### src/mrr_pkg.sv
`timescale 1ns / 1ps
// ----------------------------------------------------------------------------
// Modbus-RTU response receiver package
// Shared types, codes, constants and the CRC-16 byte update.
// ----------------------------------------------------------------------------
package mrr_pkg;

  // Largest data byte count accepted in a read response.
  localparam int unsigned MAX_DATA = 16;

  localparam logic [15:0] CRC_INIT   = 16'hFFFF;
  localparam logic [15:0] CRC_POLY   = 16'hA001;
  localparam logic [7:0]  FUNC_READ  = 8'h03;
  localparam logic [7:0]  FUNC_WRITE = 8'h06;
  localparam logic [7:0]  ECHO_COUNT = 8'd6;

  localparam logic [7:0]  SLAVE_ADDRESS_RST   = 8'h20;
  localparam logic [15:0] TIMEOUT_TICKS_RST   = 16'd200;
  localparam logic [7:0]  EXPECTED_LENGTH_RST = 8'd8;

  localparam int unsigned CFG_INDEX_W = 2;
  localparam int unsigned CFG_DATA_W  = 16;
  localparam int unsigned OUT_DATA_W  = 48;

  // Configuration register indexes.
  localparam logic [CFG_INDEX_W-1:0] REG_SLAVE_ADDRESS   = 2'd0;
  localparam logic [CFG_INDEX_W-1:0] REG_ECHO_MODE       = 2'd1;
  localparam logic [CFG_INDEX_W-1:0] REG_TIMEOUT_TICKS   = 2'd2;
  localparam logic [CFG_INDEX_W-1:0] REG_EXPECTED_LENGTH = 2'd3;

  // Input word kinds.
  localparam logic [1:0] MODE_ARM  = 2'd0;
  localparam logic [1:0] MODE_BYTE = 2'd1;
  localparam logic [1:0] MODE_TICK = 2'd2;

  typedef enum logic [2:0] {
    ST_OK        = 3'd0,
    ST_TIMEOUT   = 3'd1,
    ST_BAD_HDR   = 3'd2,
    ST_COUNT_BIG = 3'd3,
    ST_CRC_BAD   = 3'd4,
    ST_LENGTH    = 3'd5
  } status_t;

  typedef struct packed {
    logic [7:0]  slave_address;
    logic        echo_mode;
    logic [15:0] timeout_ticks;
    logic [7:0]  expected_length;
  } cfg_t;

  typedef struct packed {
    status_t     status;
    logic [7:0]  byte_count;
    logic [7:0]  first_value;
    logic [31:0] second_value;
  } result_t;

  function automatic logic [15:0] crc16_byte(input logic [15:0] crc, input logic [7:0] b);
    logic [15:0] c;
    c = crc ^ {8'h00, b};
    for (int k = 0; k < 8; k++) begin
      c = c[0] ? ((c >> 1) ^ CRC_POLY) : (c >> 1);
    end
    return c;
  endfunction

  function automatic result_t make_result(input status_t st, input logic [7:0] count,
                                          input logic [7:0] first,
                                          input logic [31:0] second);
    result_t r;
    r.status       = st;
    r.byte_count   = count;
    r.first_value  = first;
    r.second_value = second;
    return r;
  endfunction

endpackage

### src/mrr_frame.sv
`timescale 1ns / 1ps
// ----------------------------------------------------------------------------
// Modbus-RTU frame checker
// Walks one response frame a word at a time: header checks, CRC-16, data
// capture and the per-byte timeout. Gives at most one result per word.
// ----------------------------------------------------------------------------
module mrr_frame (
  input  logic             clk,
  input  logic             rst,
  input  logic             in_valid,
  input  logic [1:0]       mode,
  input  logic [7:0]       rx_byte,
  input  mrr_pkg::cfg_t    cfg,
  output logic             res_valid,
  output mrr_pkg::result_t res
);
  import mrr_pkg::*;

  typedef enum logic [2:0] {
    PH_IDLE, PH_HEAD, PH_DATA, PH_RCRCLO, PH_RCRCHI, PH_ECHO, PH_ECRCLO, PH_ECRCHI
  } phase_t;

  phase_t      phase, phase_next;
  logic [7:0]  byte_index, byte_index_next;
  logic [7:0]  data_count, data_count_next;
  logic [15:0] crc_accum, crc_accum_next;
  logic [7:0]  crc_low_hold, crc_low_hold_next;
  logic [7:0]  first_hold, first_hold_next;
  logic [31:0] second_hold, second_hold_next;
  logic [15:0] tick_count, tick_count_next;

  logic [15:0] crc_fed;
  logic [15:0] tick_inc;
  logic [7:0]  index_inc;
  logic        crc_match;

  assign crc_fed   = crc16_byte(crc_accum, rx_byte);
  assign tick_inc  = tick_count + 16'd1;
  assign index_inc = byte_index + 8'd1;
  // The trailing CRC arrives low byte first.
  assign crc_match = ({rx_byte, crc_low_hold} == crc_accum);

  always_comb begin
    phase_next        = phase;
    byte_index_next   = byte_index;
    data_count_next   = data_count;
    crc_accum_next    = crc_accum;
    crc_low_hold_next = crc_low_hold;
    first_hold_next   = first_hold;
    second_hold_next  = second_hold;
    tick_count_next   = tick_count;
    res_valid         = 1'b0;
    res               = make_result(ST_OK, 8'd0, 8'd0, 32'd0);

    if (in_valid) begin
      case (mode)
        MODE_ARM: begin
          byte_index_next   = 8'd0;
          data_count_next   = 8'd0;
          crc_accum_next    = CRC_INIT;
          crc_low_hold_next = 8'd0;
          first_hold_next   = 8'd0;
          second_hold_next  = 32'd0;
          tick_count_next   = 16'd0;
          if (cfg.echo_mode) begin
            phase_next      = PH_ECHO;
            data_count_next = ECHO_COUNT;
          end else begin
            phase_next = PH_HEAD;
          end
        end
        MODE_TICK: begin
          if (phase != PH_IDLE) begin
            tick_count_next = tick_inc;
            if (tick_inc >= cfg.timeout_ticks) begin
              res_valid  = 1'b1;
              res        = make_result(ST_TIMEOUT, data_count, 8'd0, 32'd0);
              phase_next = PH_IDLE;
            end
          end
        end
        MODE_BYTE: begin
          if (phase != PH_IDLE) begin
            tick_count_next = 16'd0;
            case (phase)
              PH_HEAD: begin
                if ((byte_index == 8'd0 && rx_byte != cfg.slave_address) ||
                    (byte_index == 8'd1 && rx_byte != FUNC_READ)) begin
                  res_valid  = 1'b1;
                  res        = make_result(ST_BAD_HDR, 8'd0, 8'd0, 32'd0);
                  phase_next = PH_IDLE;
                end else begin
                  crc_accum_next = crc_fed;
                  if (byte_index == 8'd2) begin
                    data_count_next = rx_byte;
                    if (rx_byte > 8'(MAX_DATA)) begin
                      res_valid  = 1'b1;
                      res        = make_result(ST_COUNT_BIG, rx_byte, 8'd0, 32'd0);
                      phase_next = PH_IDLE;
                    end else begin
                      byte_index_next = 8'd0;
                      phase_next      = (rx_byte == 8'd0) ? PH_RCRCLO : PH_DATA;
                    end
                  end else begin
                    byte_index_next = index_inc;
                  end
                end
              end
              PH_DATA: begin
                crc_accum_next = crc_fed;
                case (byte_index)
                  8'd0: first_hold_next = rx_byte;
                  8'd2: second_hold_next[31:24] = rx_byte;
                  8'd3: second_hold_next[23:16] = rx_byte;
                  8'd4: second_hold_next[15:8]  = rx_byte;
                  8'd5: second_hold_next[7:0]   = rx_byte;
                  default: ;
                endcase
                byte_index_next = index_inc;
                if (index_inc >= data_count) begin
                  phase_next = PH_RCRCLO;
                end
              end
              PH_ECHO: begin
                if ((byte_index == 8'd0 && rx_byte != cfg.slave_address) ||
                    (byte_index == 8'd1 && rx_byte != FUNC_WRITE)) begin
                  res_valid  = 1'b1;
                  res        = make_result(ST_BAD_HDR, data_count, 8'd0, 32'd0);
                  phase_next = PH_IDLE;
                end else begin
                  crc_accum_next  = crc_fed;
                  byte_index_next = index_inc;
                  if (index_inc >= ECHO_COUNT) begin
                    phase_next = PH_ECRCLO;
                  end
                end
              end
              PH_RCRCLO: begin
                crc_low_hold_next = rx_byte;
                phase_next        = PH_RCRCHI;
              end
              PH_ECRCLO: begin
                crc_low_hold_next = rx_byte;
                phase_next        = PH_ECRCHI;
              end
              PH_RCRCHI: begin
                res_valid  = 1'b1;
                phase_next = PH_IDLE;
                if (!crc_match) begin
                  res = make_result(ST_CRC_BAD, data_count, 8'd0, 32'd0);
                end else if (data_count != cfg.expected_length) begin
                  res = make_result(ST_LENGTH, data_count, 8'd0, 32'd0);
                end else begin
                  res = make_result(ST_OK, data_count, first_hold, second_hold);
                end
              end
              PH_ECRCHI: begin
                res_valid  = 1'b1;
                phase_next = PH_IDLE;
                res = make_result(crc_match ? ST_OK : ST_CRC_BAD, data_count, 8'd0, 32'd0);
              end
              default: phase_next = PH_IDLE;
            endcase
          end
        end
        default: ;
      endcase
    end
  end

  always_ff @(posedge clk) begin
    if (rst) begin
      phase        <= PH_IDLE;
      byte_index   <= 8'd0;
      data_count   <= 8'd0;
      crc_accum    <= CRC_INIT;
      crc_low_hold <= 8'd0;
      first_hold   <= 8'd0;
      second_hold  <= 32'd0;
      tick_count   <= 16'd0;
    end else begin
      phase        <= phase_next;
      byte_index   <= byte_index_next;
      data_count   <= data_count_next;
      crc_accum    <= crc_accum_next;
      crc_low_hold <= crc_low_hold_next;
      first_hold   <= first_hold_next;
      second_hold  <= second_hold_next;
      tick_count   <= tick_count_next;
    end
  end

  a_result_needs_word: assert property (@(posedge clk) disable iff (rst)
    res_valid |-> in_valid)
    else $error("result raised without an accepted word");

  a_idle_after_result: assert property (@(posedge clk) disable iff (rst)
    res_valid |=> phase == PH_IDLE)
    else $error("frame still open after its result");

  a_no_result_when_idle: assert property (@(posedge clk) disable iff (rst)
    phase == PH_IDLE |-> !res_valid)
    else $error("result given while no frame is armed");

  a_error_values_clear: assert property (@(posedge clk) disable iff (rst)
    (res_valid && res.status != ST_OK) |-> (res.first_value == 8'd0 &&
                                            res.second_value == 32'd0))
    else $error("error result carries data values");

  a_data_index_bound: assert property (@(posedge clk) disable iff (rst)
    phase == PH_DATA |-> (byte_index < data_count && data_count <= 8'(MAX_DATA)))
    else $error("data index beyond header count");

endmodule

### src/modbus_rtu_response_receiver.sv
`timescale 1ns / 1ps
// ----------------------------------------------------------------------------
// Modbus-RTU response receiver
// Checks one response frame after an arm word and reports status and data.
// ----------------------------------------------------------------------------
//  Channel   Direction  Handshake           Contents
//  s_*       in         s_tvalid/s_tready   tuser kind, tdata received byte
//  m_*       out        m_tvalid/m_tready   tuser status, tdata count/values
//  cfg_*     in         cfg_valid/cfg_ready register index and write data
//
// One input word is taken every cycle while s_tready is high; its result,
// if any, is in the output buffer on the next cycle. A two-word output buffer
// (register plus skid) lets input flow while a result waits; s_tready drops
// only when both are full. Reset clears the frame state and restores the
// register defaults; configuration writes are always taken.
// ----------------------------------------------------------------------------
module modbus_rtu_response_receiver (
  input  logic                              clk,
  input  logic                              rst,
  input  logic                              s_tvalid,
  output logic                              s_tready,
  input  logic [7:0]                        s_tdata,   // [7:0] rx_byte
  input  logic [1:0]                        s_tuser,   // [1:0] mode
  output logic                              m_tvalid,
  input  logic                              m_tready,
  // [7:0] byte_count, [15:8] first_value, [47:16] second_value
  output logic [mrr_pkg::OUT_DATA_W-1:0]    m_tdata,
  output logic [2:0]                        m_tuser,   // [2:0] status
  input  logic                              cfg_valid,
  output logic                              cfg_ready,
  input  logic [mrr_pkg::CFG_INDEX_W-1:0]   cfg_index,
  input  logic [mrr_pkg::CFG_DATA_W-1:0]    cfg_data
);
  import mrr_pkg::*;

  cfg_t    cfg;
  logic    in_accept;
  logic    res_valid;
  result_t res;

  result_t out_res, skid_res;
  logic    out_valid, skid_valid;
  logic    pop;

  assign cfg_ready = 1'b1;
  assign s_tready  = !skid_valid;
  assign in_accept = s_tvalid && s_tready;
  assign pop       = out_valid && m_tready;

  always_ff @(posedge clk) begin
    if (rst) begin
      cfg.slave_address   <= SLAVE_ADDRESS_RST;
      cfg.echo_mode       <= 1'b0;
      cfg.timeout_ticks   <= TIMEOUT_TICKS_RST;
      cfg.expected_length <= EXPECTED_LENGTH_RST;
    end else if (cfg_valid) begin
      case (cfg_index)
        REG_SLAVE_ADDRESS:   cfg.slave_address   <= cfg_data[7:0];
        REG_ECHO_MODE:       cfg.echo_mode       <= cfg_data[0];
        REG_TIMEOUT_TICKS:   cfg.timeout_ticks   <= cfg_data[15:0];
        REG_EXPECTED_LENGTH: cfg.expected_length <= cfg_data[7:0];
        default: ;
      endcase
    end
  end

  mrr_frame u_frame (
    .clk      (clk),
    .rst      (rst),
    .in_valid (in_accept),
    .mode     (s_tuser),
    .rx_byte  (s_tdata),
    .cfg      (cfg),
    .res_valid(res_valid),
    .res      (res)
  );

  // Input is held off while the skid word is full, so a new result never
  // meets a full buffer.
  always_ff @(posedge clk) begin
    if (rst) begin
      out_valid  <= 1'b0;
      skid_valid <= 1'b0;
    end else if (skid_valid) begin
      if (pop) begin
        out_res    <= skid_res;
        skid_valid <= 1'b0;
      end
    end else if (res_valid) begin
      if (!out_valid || pop) begin
        out_res   <= res;
        out_valid <= 1'b1;
      end else begin
        skid_res   <= res;
        skid_valid <= 1'b1;
      end
    end else if (pop) begin
      out_valid <= 1'b0;
    end
  end

  assign m_tvalid = out_valid;
  assign m_tdata  = {out_res.second_value, out_res.first_value, out_res.byte_count};
  assign m_tuser  = out_res.status;

  a_skid_behind_out: assert property (@(posedge clk) disable iff (rst)
    skid_valid |-> out_valid)
    else $error("skid word held with empty output register");

  a_result_lands: assert property (@(posedge clk) disable iff (rst)
    res_valid |=> m_tvalid)
    else $error("result lost on its way to the output");

endmodule
### config.mk
export PLATFORM = sky130hd
export DESIGN_NAME = modbus_rtu_response_receiver
export DESIGN_NICKNAME = d
export VERILOG_FILES = /design/src/mrr_pkg.sv /design/src/mrr_frame.sv /design/src/modbus_rtu_response_receiver.sv
export SDC_FILE = /design/constraint.sdc
export NUM_CORES = 1
export LEC_CHECK = 0
export ABC_AREA = 1
export BUFFER_PORTS_ARGS = -buffer_cell sky130_fd_sc_hd__buf_2
export CORE_MARGIN = 4
export CORE_UTILIZATION = 30
export DETAILED_ROUTE_END_ITERATION = 6
export RECOVER_POWER = 100
export SYNTH_ARGS = -nofsm -noshare
export SYNTH_HDL_FRONTEND = slang
export SYNTH_HIERARCHICAL = 1
export SYNTH_SLANG_ARGS = --single-unit
### constraint.sdc
create_clock -name clk -period 5.55 [get_ports clk]
set_clock_uncertainty 0.2 [all_clocks]
set_input_delay 0 -clock clk [delete_from_list [all_inputs] [get_ports clk]]
set_output_delay 0 -clock clk [all_outputs]
set_load 0.02 [all_outputs]
==> summary.txt <==
Detailed routing
  • First-pass iteration count of the detailed router: 5
  • Drt drc: 0
  • Number of vias per cell after detailed routing: 4.60
  • Antenna-violating nets left: 0
  • Number of vias in the routed layout: 9924
  • Total detailed-routing wirelength: 29400 µm
  • Starting DRC count in detailed routing: 759
  • Post-DR wirelength/cell: 13.6 µm

Timing
  • Worst slack on hold paths: 27.4 ps
  • Maximum operating frequency: 210 MHz
  • Final critical-path required period: 4750 ps
  • Number of endpoints failing setup at the final stage: 0
  • Final period utilization: 0.857
  • Headroom to the max-slew limit: -0.296
  • Count of final hold-check violations: 0
  • Setup repair after global routing missed its margin: no
  • Max-slew violations: 254
  • Total Neg Setup Slack: 0 ps
  • Transition at the pin with the smallest max-transition slack: 1940 ps

Synthesis
  • Synthesized netlist net count: 1584
  • Async set-reset flop share out of synthesis: 0
  • Count of state elements after synthesis: 236
  • Sequential cell area fraction in the yosys report: 0.483
  • Synthesized instance count: 1518
  • Synth Cell Area: 11900 µm²
  • Synth cell types: 50
  • Post-synth EDFFs: 102
  • Most instantiated flip-flop cell in the synthesis netlist: sky130_fd_sc_hd__dfxtp_1
  • Average size of a mapped cell: 7.84 µm²
  • Warnings, synthesis: 6

Setup path
  • Worst path slowest cell: sky130_fd_sc_hd__buf_4
  • Critical register-to-register path endpoint: m_tdata[18]
  • Cells along the critical path: inv_1 > nor4_1 > nand3_1 > inv_1 > nand3_1 > nor2_1 > nand3_1 > and2_1 > ha_1 > nand2_1 > nor3_1 > nand3_1 > nand3_1 > nor2_1 > nor3b_1 > nand2_1 > a21oi_4 > buf_4
  • Worst reg2reg setup slack: 800 ps
  • Start of the worst register-to-register path: u_frame/tick_count[2]
  • Startpoint class of the critical path: flop
  • Worst Path Arrival: 4730 ps
  • Largest delay share family, worst path: simple AND/OR/NAND/NOR gates
  • Critical path's largest stage delay: 520 ps
  • Crit path max fanout: 51
  • Crit path buffers/inverters: 3
  • Dominant cell type by count on the critical path: sky130_fd_sc_hd__nand3_1
  • Required time at the endpoint of the critical path: 5530 ps
  • Category of the critical setup timing path: flop to flop
  • Worst reg2reg path depth: 18
  • Worst setup EP type: flop

Floorplan
  • Effective utilization at floorplan: 0.306
  • Core ar.: 38900 µm²
  • Total number of placement rows: 72
  • Die area: 42900 µm²
  • # IOs: 87
  • Die boundary height: 207 µm
  • Chip width: 207 µm

Final layout
  • Post-route insts no fill: 2158
  • Share of post-route cells with drive strength above 1: 0.0787
  • Area growth from synthesis to layout: 16.3%
  • Post-route cell area: 13800 µm²
  • Diodes inserted: 0
  • Nets@finish: 1685
  • Fraction of the core area covered by cells at the end of the flow: 0.356

Pwr
  • Power density over the cells: 290 nW/µm²
  • Leakage power summed over all cells: 5.94 nW
  • Worst VDD drop: 208 µV

Status
  • Violations in the final reports: max-capacitance violations, max-slew violations
  • Status: finished, violations left

Clock network
  • Clock Path Buffers: 3
  • Total CTS buffers: 27
  • Clock tree sinks: 236
  • CTS tree: built
  • Post-CTS clock slew at the launch and capture registers of the worst setup and hold paths: 60 ps
  • Gates resized, CTS repair: 0
  • Worst-Skew Late Latency: 550 ps
  • Clock tree root buffer cell: sky130_fd_sc_hd__clkbuf_16
  • Number of H-tree branching levels: 1

Global routing
  • Global-route wire length before repair: 47600 µm
  • Number of global-route vias before repair: 9086
  • Overall overflow remaining after global route: 0
  • Antenna violations before repair: 0
  • GRT Total Usage: 0.132
  • Largest net degree at the start of global routing: 70

Place
  • Routability congestion estimate: 0.878
  • Number of port buffers: 85
  • Hpwl dp: 21000 µm
  • Instance count after placement with tap cells included: 2068
  • Cell area reported after detailed placement: 12700 µm²

Min path
  • HP Start: cfg_data[9]
  • Type of the worst min-delay path: input pin to flop
  • Hold Crit Endpoint: cfg[17]
  • Hold Crit Depth: 4

Job
  • # Max-Cap Violations: 6
[cells by family after synthesis]
group,count (synthesis),share of synthesized area
AO/OA/AOI/OAI,242,0.108
XOR/XNOR,39,0.0287
adder cells (fa/ha/maj),33,0.0347
buffers and inverters,253,0.0888
flip-flops,236,0.483
other,1,0.000315
AND/OR/NAND/NOR,714,0.256
[per-stage QoR]
step	worst slack (ps)	power [mW]
floorplan	25.3	2.25
global placement	1230	2.34
detailed placement	1100	2.35
CTS	1100	4.08
global route	300	4.21
finish	796	4.02
[worst register-to-register path, cell delays in order (launching register included)]
cell and delay [ps]:
sky130_fd_sc_hd__dfxtp_1 380, sky130_fd_sc_hd__inv_1 80, sky130_fd_sc_hd__nor4_1 500, sky130_fd_sc_hd__nand3_1 230
sky130_fd_sc_hd__inv_1 110, sky130_fd_sc_hd__nand3_1 130, sky130_fd_sc_hd__nor2_1 180, sky130_fd_sc_hd__nand3_1 110
sky130_fd_sc_hd__and2_1 170, sky130_fd_sc_hd__ha_1 290, sky130_fd_sc_hd__nand2_1 70, sky130_fd_sc_hd__nor3_1 270
sky130_fd_sc_hd__nand3_1 140, sky130_fd_sc_hd__nand3_1 170, sky130_fd_sc_hd__nor2_1 60, sky130_fd_sc_hd__nor3b_1 360
sky130_fd_sc_hd__nand2_1 170, sky130_fd_sc_hd__a21oi_4 200, sky130_fd_sc_hd__buf_4 520
[Yosys cell counts, types with 23 or more instances]
library cell | count | area [µm²]
sky130_fd_sc_hd__a21oi_1 | 115 | 576
sky130_fd_sc_hd__buf_2 | 23 | 115
sky130_fd_sc_hd__clkbuf_1 | 27 | 101
sky130_fd_sc_hd__dfxtp_1 | 134 | 2680
sky130_fd_sc_hd__edfxtp_1 | 102 | 3060
sky130_fd_sc_hd__ha_1 | 33 | 413
sky130_fd_sc_hd__inv_1 | 170 | 638
sky130_fd_sc_hd__nand2_1 | 427 | 1600
sky130_fd_sc_hd__nand3_1 | 53 | 265
sky130_fd_sc_hd__nor2_1 | 134 | 503
sky130_fd_sc_hd__nor3_1 | 40 | 200
sky130_fd_sc_hd__o21ai_0 | 96 | 480
[per-layer routing]
| layer | wire [µm] | track usage | share of wire |
|---|---|---|---|
| met1 | 13800 | 0.183 | 0.47 |
| met2 | 13300 | 0.217 | 0.45 |
| met4 | 612 | 0.0299 | 0.021 |
| met5 | 0 | 0 | 0 |
| met3 | 1680 | 0.0225 | 0.057 |
[report_power, final]
part	switching, mW	total, mW	internal (mW)
Combinational	0.288	0.440	0.152
Sequential	0.0400	1.90	1.86
Clock	0.710	1.68	0.973
[state kept, by name, summed over array words and instances (netlist names), 3 cells and up]
register              cells
cfg                      33
u_frame/byte_index        8
skid_res                 51
u_frame/second_hold      32
u_frame/first_hold        8
u_frame/data_count        8
m_tdata                  48
u_frame/tick_count       16
u_frame/phase             3
m_tuser                   3
u_frame/crc_low_hold      8
u_frame/crc_accum        16
[placed cells by master (no fill, tap or decap), types with 6 or more instances in the layout]
master                          count
sky130_fd_sc_hd__clkinv_1           7
sky130_fd_sc_hd__dfxtp_1          133
sky130_fd_sc_hd__inv_1            171
sky130_fd_sc_hd__dlygate4sd3_1     40
sky130_fd_sc_hd__nand2_1          428
sky130_fd_sc_hd__nor3b_1            9
sky130_fd_sc_hd__ha_1              33
sky130_fd_sc_hd__buf_2             32
sky130_fd_sc_hd__edfxtp_1         102
sky130_fd_sc_hd__inv_2             17
sky130_fd_sc_hd__o22ai_1            9
sky130_fd_sc_hd__nor2_2             6
sky130_fd_sc_hd__nor3_1            40
sky130_fd_sc_hd__nor2_1           134
sky130_fd_sc_hd__a21oi_1          116
sky130_fd_sc_hd__nand3_1           54
sky130_fd_sc_hd__xnor2_1           17
sky130_fd_sc_hd__clkbuf_1          60
sky130_fd_sc_hd__clkinv_2           9
sky130_fd_sc_hd__nand2_2            8
sky130_fd_sc_hd__xor2_1            22
sky130_fd_sc_hd__nand4_1           14
sky130_fd_sc_hd__clkbuf_16         27
sky130_fd_sc_hd__o21ai_0           99
[timing repair]
item | 4_1_cts | 5_1_grt
buffers inserted | 0 | 0
hold buffers | 40 | 0
endpoints found under the hold margin | 102 | 0
[worst max-delay path by stage]
stage | startpoint | to | slack (ps) | cells past startpoint
after CTS | u_frame/tick_count[2] | skid_res[41] | 1100 | 20
after global routing | u_frame/tick_count[2] | skid_res[15] | 300 | 20
after global placement | u_frame/tick_count[2] | skid_res[8] | 1230 | 20
after detailed placement | u_frame/tick_count[2] | m_tuser[2] | 1100 | 18
final | u_frame/tick_count[2] | m_tdata[18] | 800 | 18
after floorplan | u_frame/tick_count[2] | skid_res[0] | 30 | 19
[layout make-up]
class | count | area (µm²)
inverter | 191 | 718
multi-input combinational | 1029 | 5060
timing repair buffer | 134 | 808
tap | 518 | 648
fill | 4085 | 25100
clock buffer | 31 | 711
sequential | 236 | 5750
clock inverter | 19 | 144
No activity file was read; power rests on OpenSTA's default activity.
